File: config.mk
export PLATFORM = sky130hd
export DESIGN_NAME = stuck_position_detector_core
export DESIGN_NICKNAME = d
export VERILOG_FILES = /design/src/spd_pkg.sv /design/src/stuck_position_detector_core.sv /design/src/spd_axis.sv /design/src/spd_update.sv
export SDC_FILE = /design/constraint.sdc
export NUM_CORES = 2
export LEC_CHECK = 0
export ABC_CLOCK_PERIOD_IN_PS = 20900
export CORE_MARGIN = 8
export CORE_UTILIZATION = 60
export DETAILED_ROUTE_END_ITERATION = 12
export DONT_BUFFER_PORTS = 1
export PLACE_DENSITY_LB_ADDON = 0.08
export SLEW_MARGIN = 20
export SYNTH_ARGS = -nofsm -noshare
export SYNTH_HDL_FRONTEND = slang
export SYNTH_HIERARCHICAL = 1
export SYNTH_SLANG_ARGS = --single-unit
File: constraint.sdc
create_clock -name clk -period 20.9 [get_ports clk]
set_input_delay 2.09 -clock clk [delete_from_list [all_inputs] [get_ports clk]]
set_output_delay 2.09 -clock clk [all_outputs]
set_load 0.03 [all_outputs]
File: src/spd_pkg.sv
// spd_pkg: shared types and constants of the stuck position detector
// used by spd_axis, spd_update and stuck_position_detector_core; no dependencies
package spd_pkg;

    // field widths
    localparam int unsigned POS_W   = 32;
    localparam int unsigned COUNT_W = 16;
    localparam int unsigned DIST_W  = POS_W + 2;
    localparam int unsigned DIFF_W  = POS_W + 1;

    // configuration port
    localparam int unsigned CFG_INDEX_W = 1;
    localparam int unsigned CFG_DATA_W  = 32;
    localparam logic [CFG_INDEX_W-1:0] CFG_DIST_THRESH  = 1'd0;
    localparam logic [CFG_INDEX_W-1:0] CFG_COUNT_THRESH = 1'd1;

    // smoothing: new = ref + floor((COEF_NEW * (pos - ref) + ROUND_HALF) / 2^FRAC_W)
    localparam int unsigned COEF_W     = 14;
    localparam int unsigned FRAC_W     = 16;
    localparam int unsigned PROD_W     = DIFF_W + COEF_W;
    localparam logic signed [COEF_W-1:0] COEF_NEW   = 14'sd6554;
    localparam logic signed [PROD_W-1:0] ROUND_HALF = 47'sd32768;

    // configuration values seen by the datapath
    typedef struct packed {
        logic [POS_W-1:0]   dist_thr;
        logic [COUNT_W-1:0] count_thr;
    } cfg_t;

    // one sample handed to the update stage
    typedef struct packed {
        logic                    go;
        logic signed [POS_W-1:0] x;
        logic signed [POS_W-1:0] y;
    } sample_t;

endpackage

File: src/stuck_position_detector_core.sv
// stuck_position_detector_core: top level with input and result registers and config port
// depends on spd_pkg and spd_update
//
// Usage:
//   Input channel: in_valid / in_stall with pos_x, pos_y (signed Q16.16). A word is taken
//   at a clock edge where in_valid is high and in_stall is low.
//   Output channel: out_valid / out_stall with stuck. One result word per input word, in
//   order. A word is delivered at an edge where out_valid is high and out_stall is low.
//   Config channel: cfg_valid / cfg_ready with cfg_index and cfg_data; index 0 is the
//   distance threshold (Q16.16), index 1 the count threshold. cfg_ready is always high.
//   Write config only while no word is in flight.
//   Path: an accepted word passes the input register, then the single-pass update into the
//   result register, where out_valid rises; a stall on the result side holds it back.
//   Throughput: one word per cycle while the receiver does not stall; the reference and
//   count recurrence closes in a single update through one multiplier per axis.
//   Stall: when the receiver stalls, the result register holds; an empty input register
//   still takes one more word, after which in_stall rises until the result drains.
//   Reset: thresholds, reference position and still count clear to zero; both
//   registers come up empty.
module stuck_position_detector_core
(
    input  logic                                   clk,
    input  logic                                   rst_n,
    input  logic                                   in_valid,
    output logic                                   in_stall,
    input  logic signed [spd_pkg::POS_W-1:0]       pos_x,
    input  logic signed [spd_pkg::POS_W-1:0]       pos_y,
    output logic                                   out_valid,
    input  logic                                   out_stall,
    output logic                                   stuck,
    input  logic                                   cfg_valid,
    output logic                                   cfg_ready,
    input  logic        [spd_pkg::CFG_INDEX_W-1:0] cfg_index,
    input  logic        [spd_pkg::CFG_DATA_W-1:0]  cfg_data
);

    spd_pkg::cfg_t                      cfg_reg;
    logic                               in_valid_reg;
    logic signed [spd_pkg::POS_W-1:0]   pos_x_reg;
    logic signed [spd_pkg::POS_W-1:0]   pos_y_reg;
    logic                               out_valid_reg;
    logic                               stuck_reg;
    logic                               stuck_next;
    logic                               out_free;
    logic                               advance;
    logic                               in_take;
    spd_pkg::sample_t                   smp;

    // handshake
    assign out_free  = !out_valid_reg || !out_stall;
    assign advance   = in_valid_reg && out_free;
    assign in_stall  = in_valid_reg && !out_free;
    assign in_take   = in_valid && !in_stall;
    assign cfg_ready = 1'b1;

    // config registers
    always_ff @(posedge clk or negedge rst_n)
    begin
        if (!rst_n)
        begin
            cfg_reg <= '0;
        end
        else if (cfg_valid)
        begin
            case (cfg_index)
                spd_pkg::CFG_DIST_THRESH:  cfg_reg.dist_thr  <= cfg_data;
                spd_pkg::CFG_COUNT_THRESH: cfg_reg.count_thr <= cfg_data[spd_pkg::COUNT_W-1:0];
                default: ;
            endcase
        end
    end

    // input register
    always_ff @(posedge clk or negedge rst_n)
    begin
        if (!rst_n)
        begin
            in_valid_reg <= 1'b0;
        end
        else if (!in_stall)
        begin
            in_valid_reg <= in_valid;
        end
    end

    always_ff @(posedge clk)
    begin
        if (in_take)
        begin
            pos_x_reg <= pos_x;
            pos_y_reg <= pos_y;
        end
    end

    // single-pass update
    assign smp.go = advance;
    assign smp.x  = pos_x_reg;
    assign smp.y  = pos_y_reg;

    spd_update u_update
    (
        .clk        (clk),
        .rst_n      (rst_n),
        .cfg        (cfg_reg),
        .smp        (smp),
        .stuck_next (stuck_next)
    );

    // result register
    always_ff @(posedge clk or negedge rst_n)
    begin
        if (!rst_n)
        begin
            out_valid_reg <= 1'b0;
        end
        else if (out_free)
        begin
            out_valid_reg <= in_valid_reg;
        end
    end

    always_ff @(posedge clk)
    begin
        if (advance)
        begin
            stuck_reg <= stuck_next;
        end
    end

    assign out_valid = out_valid_reg;
    assign stuck     = stuck_reg;

`ifndef SYNTH
    // the input register only stalls when it holds a word behind a full result
    a_stall_cause: assert property (@(posedge clk) disable iff (!rst_n)
        in_stall |-> in_valid_reg && out_valid_reg && out_stall)
        else $error("input stalled without a blocked result");

    // a held result is never overwritten by a new update
    a_no_overwrite: assert property (@(posedge clk) disable iff (!rst_n)
        out_valid_reg && out_stall |-> !advance)
        else $error("update while result is held");

    // a processed word shows up as a result in the next cycle
    a_result_follows: assert property (@(posedge clk) disable iff (!rst_n)
        advance |=> out_valid_reg && stuck_reg == $past(stuck_next))
        else $error("processed word did not reach the result register");
`endif

endmodule

File: src/spd_axis.sv
// spd_axis: per-axis distance and smoothing arithmetic of the detector
// depends on spd_pkg
module spd_axis
(
    input  logic signed [spd_pkg::POS_W-1:0]  pos,
    input  logic signed [spd_pkg::POS_W-1:0]  ref_pos,
    output logic        [spd_pkg::DIFF_W-1:0] abs_diff,
    output logic signed [spd_pkg::POS_W-1:0]  smoothed
);

    logic signed [spd_pkg::DIFF_W-1:0] diff;
    logic signed [spd_pkg::PROD_W-1:0] prod;
    logic signed [spd_pkg::PROD_W-1:0] prod_rnd;
    logic signed [spd_pkg::DIFF_W-1:0] step;
    logic signed [spd_pkg::DIFF_W-1:0] sum;

    function automatic logic signed [spd_pkg::PROD_W-1:0] PROD_W_EXT
        (input logic signed [spd_pkg::DIFF_W-1:0] v);
        PROD_W_EXT = {{spd_pkg::COEF_W{v[spd_pkg::DIFF_W-1]}}, v};
    endfunction

    function automatic logic signed [spd_pkg::PROD_W-1:0] PROD_W_COEF();
        PROD_W_COEF = {{spd_pkg::DIFF_W{1'b0}}, spd_pkg::COEF_NEW};
    endfunction

    // exact difference and magnitude
    assign diff     = {pos[spd_pkg::POS_W-1], pos} - {ref_pos[spd_pkg::POS_W-1], ref_pos};
    assign abs_diff = diff[spd_pkg::DIFF_W-1] ? spd_pkg::DIFF_W'(-diff) : diff;

    // move a tenth of the way toward the sample, round half up
    assign prod     = PROD_W_EXT(diff) * PROD_W_COEF();
    assign prod_rnd = prod + spd_pkg::ROUND_HALF;
    assign step     = spd_pkg::DIFF_W'(prod_rnd >>> spd_pkg::FRAC_W);
    assign sum      = {ref_pos[spd_pkg::POS_W-1], ref_pos} + step;
    assign smoothed = sum[spd_pkg::POS_W-1:0];

endmodule

File: src/spd_update.sv
// spd_update: reference position and still-count registers with the per-sample decision
// depends on spd_pkg and spd_axis
module spd_update
(
    input  logic              clk,
    input  logic              rst_n,
    input  spd_pkg::cfg_t     cfg,
    input  spd_pkg::sample_t  smp,
    output logic              stuck_next
);

    logic signed [spd_pkg::POS_W-1:0]   ref_x_reg;
    logic signed [spd_pkg::POS_W-1:0]   ref_y_reg;
    logic        [spd_pkg::COUNT_W-1:0] still_count_reg;
    logic signed [spd_pkg::POS_W-1:0]   ref_x_next;
    logic signed [spd_pkg::POS_W-1:0]   ref_y_next;
    logic        [spd_pkg::COUNT_W-1:0] still_count_next;

    logic        [spd_pkg::DIFF_W-1:0]  abs_x;
    logic        [spd_pkg::DIFF_W-1:0]  abs_y;
    logic signed [spd_pkg::POS_W-1:0]   smooth_x;
    logic signed [spd_pkg::POS_W-1:0]   smooth_y;
    logic        [spd_pkg::DIST_W-1:0]  manhattan;
    logic                               moving;
    logic        [spd_pkg::COUNT_W:0]   count_inc;
    logic                               over_count;

    // one lane per axis
    spd_axis u_axis_x
    (
        .pos      (smp.x),
        .ref_pos  (ref_x_reg),
        .abs_diff (abs_x),
        .smoothed (smooth_x)
    );

    spd_axis u_axis_y
    (
        .pos      (smp.y),
        .ref_pos  (ref_y_reg),
        .abs_diff (abs_y),
        .smoothed (smooth_y)
    );

    // manhattan distance against threshold
    assign manhattan = {1'b0, abs_x} + {1'b0, abs_y};
    assign moving    = manhattan > {2'b00, cfg.dist_thr};

    // still count with clamp at threshold
    assign count_inc  = {1'b0, still_count_reg} + 17'd1;
    assign over_count = count_inc > {1'b0, cfg.count_thr};

    // next state
    always_comb
    begin
        ref_x_next       = ref_x_reg;
        ref_y_next       = ref_y_reg;
        still_count_next = still_count_reg;
        stuck_next       = 1'b0;
        if (moving)
        begin
            ref_x_next       = smp.x;
            ref_y_next       = smp.y;
            still_count_next = '0;
        end
        else
        begin
            ref_x_next = smooth_x;
            ref_y_next = smooth_y;
            if (over_count)
            begin
                still_count_next = cfg.count_thr;
                stuck_next       = 1'b1;
            end
            else
            begin
                still_count_next = count_inc[spd_pkg::COUNT_W-1:0];
            end
        end
    end

    // state registers, updated once per word
    always_ff @(posedge clk or negedge rst_n)
    begin
        if (!rst_n)
        begin
            ref_x_reg       <= '0;
            ref_y_reg       <= '0;
            still_count_reg <= '0;
        end
        else if (smp.go)
        begin
            ref_x_reg       <= ref_x_next;
            ref_y_reg       <= ref_y_next;
            still_count_reg <= still_count_next;
        end
    end

`ifndef SYNTH
    // a moving sample clears the count and snaps the reference
    a_move_clears: assert property (@(posedge clk) disable iff (!rst_n)
        smp.go && moving |=> still_count_reg == '0 && ref_x_reg == $past(smp.x)
            && ref_y_reg == $past(smp.y))
        else $error("moving sample did not reset reference and count");

    // a stuck result leaves the count at the threshold
    a_stuck_clamps: assert property (@(posedge clk) disable iff (!rst_n)
        smp.go && stuck_next |=> still_count_reg == $past(cfg.count_thr))
        else $error("stuck result without clamped count");

    // a still sample that is not stuck advances the count by one
    a_still_counts: assert property (@(posedge clk) disable iff (!rst_n)
        smp.go && !moving && !stuck_next |=>
            still_count_reg == $past(still_count_reg) + 16'd1)
        else $error("still count did not advance");
`endif

endmodule

==> run metrics <==
Worst EP arrival=13.04 ns; mux cell area share after synthesis=0.0413; largest family of logic cells by synthesized area=adder cells; critical path launch point=pos_y_reg[0]$_DFFE_PP_; Filler cells=5525; syn avg cell area=between 8 and 9 um^2; Tcrit/Tclk final=0.603; Chip Width=265 um; TritonCTS Buffers=17; clk_lat worst skew=0.52 ns; Net Count, Synth=5276; critical path endpoint category=flip-flop; maximum clock rate=79.4 MHz; HPWL after DPL=77300 um; Root Driver=clkbuf_16; Register Area=around 0.0052 mm^2; mapped cell area=0.0372 mm^2; HP Class=reg2reg; pin count of the biggest net entering global routing=131; Iter 0 DRT Violations=2412; routability cong.=0.925; post-synthesis sequential area ratio=0.140; Antenna Nets Post-Route=0; count of pins over their slew limit=0; Post-synth EDFFs=between 60 and 70; RSZ-0062 raised after global routing=false; max reg flops=48; run status=complete, no violations; nets=around 5200; CP max stage delay=about 0.77 ns; Slowest cell on crit path=xnor2_1; initial antenna violation count=4; port bufs=0; max_cap viols=0; Synth Area in Simple Gates=0.154; worst r2r path cells=47; GRT Overall Usage=0.270; TritonCTS Sinks=just under 200; CTS H-tree lvls=4; Die Y=265 um; I/O pin count=about 110; Starting Density=0.605; via count=between 20000 and 30000; Area Overhead vs Synth=3.21%; final hold violation count=0; Die ar.=~0.07 mm^2; first-pass GRT wire length=155000 um; num rows=91; post-synthesis xor/xnor area fraction=0.0888; WL final=94500 um; overflow left after global routing=0; Slew @ Worst Pin=1.16 ns; CP startpoint kind=flip-flop; Synth Flop Type=dfrtp_1; share of layout cells above drive strength 1=0.0504; Resized Gates After CTS=0; CP max FO=9; Min-Delay Path Depth=2; worst-case clock buffer depth=2; DRC Markers=0; final-report setup violation count=0; Hold Startpoint=u_update/ref_x_reg[31]$_DFFE_PN0P_; Yosys reg bits=just under 200; DR pass1 iterations=6; Clk pin slew, worst setup/hold paths=0.09 ns; r2r setup slk=8.30 ns; WHS Endpoint=u_update/ref_x_reg[31]$_DFFE_PN0P_; Core Box Area=0.0615 mm^2; Synth Area in Adders=0.328; Multi-input gate area=0.0286 mm^2; post-CTS setup buffer count=0; Most common cell on crit path=inv_1; CTS tree=yes; WL per Instance=approximately 19 um; capturing point of the worst reg2reg path=u_update/ref_y_reg[30]$_DFFE_PN0P_; yosys warns=6; # hold bufs at CTS=0; Layout Skew=0.0241 ns; post-synthesis async set-or-reset flop share=0.667; Max-slew headroom=0.221; Fin Setup TNS=0 ns; count of cell types in the netlist=119; fin crit period=12.60 ns; vias per cell=5.82; origin of the critical flop-to-flop path=pos_y_reg[0]$_DFFE_PP_; vias in the first global route=28800; CP Class=reg2reg; Synth Area in Compound Gates=0.156; Syn Inst Count=between 4000 and 5000; Worst EP required=21.35 ns
metrics by stage:
| stage | hold WS (ns) | cells | setup slack [ns] | cell area [um^2] | utilization |
|---|---|---|---|---|---|
| 2_1_floorplan | 0.443 | 4365 | 10.49 | 37200 | - |
| 3_3_place_gp | 0.467 | 5062 | 8.58 | 37800 | 0.614 |
| 3_5_place_dp | 0.469 | 5062 | 8.61 | 37800 | 0.614 |
| 4_1_cts | 0.490 | 5094 | 8.53 | 38400 | 0.624 |
| 5_1_grt | 0.532 | 5095 | 7.53 | 38400 | 0.624 |
| 6_report | 0.489 | 5097 | 8.30 | 38400 | 0.624 |
synth_stat cells, types with 9 or more instances:
library cell / instances / area (um^2)
a21oi_1: 228 / 1140
nor3_1: 118 / 591
mux2i_1: 77 / 771
edfxtp_1: 65 / 1950
buf_2: 38 / 190
a21o_1: 135 / 1010
nor2b_1: 21 / 131
buf_4: 11 / 82.6
and3_1: 37 / 231
or2_2: 21 / 131
o211ai_1: 19 / 143
a211oi_1: 36 / 270
o31a_1: 9 / 78.8
clkbuf_1: 50 / 188
fa_1: 277 / 5550
inv_1: 735 / 2760
o21ai_0: 135 / 676
and4_1: 13 / 114
a221oi_1: 12 / 105
xor2_1: 103 / 902
and2_1: 86 / 538
nand3_1: 136 / 681
nand2b_1: 36 / 225
a31o_2: 10 / 87.6
nand4_1: 51 / 319
or3_1: 11 / 68.8
dfrtp_1: 130 / 3250
o21a_1: 39 / 293
xnor2_1: 262 / 2290
nor4_1: 16 / 100
o31ai_1: 20 / 150
a32o_1: 12 / 120
nand2_1: 359 / 1350
ha_1: 532 / 6660
mux2_4: 30 / 450
mux2_2: 28 / 315
nor2_1: 205 / 769
o21bai_1: 28 / 210
a31oi_1: 34 / 213
logic make-up (layout without fill, tap and decap cells):
group	count (synthesis)	count (layout)
AO/OA/AOI/OAI	836	836
XOR/XNOR	370	370
adder cells (fa/ha/maj)	809	809
buffers and inverters	857	796
flip-flops	195	195
multiplexers	135	135
other	1	4
AND/OR/NAND/NOR	1162	1162
worst max path at each step:
| stage | to | slack, ns |
|---|---|---|
| finish | u_update/ref_y_reg[30]$_DFFE_PN0P_ | 8.30 |
| global route | u_update/ref_y_reg[30]$_DFFE_PN0P_ | 7.53 |
| CTS | u_update/ref_y_reg[30]$_DFFE_PN0P_ | 8.53 |
| detailed placement | u_update/ref_y_reg[30]$_DFFE_PN0P_ | 8.61 |
| global placement | u_update/ref_y_reg[30]$_DFFE_PN0P_ | 8.58 |
| floorplan | u_update/ref_x_reg[31]$_DFFE_PN0P_ | 10.49 |
worst max-delay path, delay by kind of cell, from the launching register on:
family	cells	cell delay, ns
muxes	1	0.10
AOI/OAI and AO/OA	17	4.88
DFF	1	0.40
and+or+nand+nor	10	1.68
adders and majority gates	9	3.44
buffers and inverters	6	0.61
xor gates and xnor gates	4	1.39
layout make-up:
class	count	area share
repair buffers	25	0.00489
clock buffers	19	0.0118
flip-flops and latches	195	0.136
well taps	790	0.0257
inverters	739	0.0722
clock inverters	13	0.00401
diodes	3	0.000196
multi-input cells	3313	0.746
cells in the final DEF, fill, tap and decap left out, drive strengths merged, types with 13 or more instances in the layout:
cell type,Yosys,layout
xnor2,263,263
nand4,51,51
o21a,39,39
and4,15,15
and3,39,39
o31ai,24,24
ha,532,532
a211oi,38,38
nor2,205,205
o21bai,28,28
and2,87,87
nand2b,36,36
o211ai,20,20
or2,25,25
clkbuf,55,19
a31oi,36,36
inv,737,746
a221oi,13,13
buf,63,25
nor3,121,121
a21o,136,136
nand2,361,361
a21oi,229,229
mux2,58,58
fa,277,277
dfrtp,130,130
xor2,105,105
nand3,136,136
mux2i,77,77
o21ai,144,144
edfxtp,65,65
nor2b,21,21
nor4,19,19
o41ai,15,15
routing by layer:
metal	GRT usage	vias to the layer above	part of all wire
met3	0.0377	80	0.053
met1	0.390	14300	0.48
li1	-	14700	-
met5	0	-	0.00022
met2	0.432	692	0.45
met4	0.0532	4	0.015
Power is not shown: default switching activity piles up to over one toggle a cycle in this logic, so the estimate is an artifact.
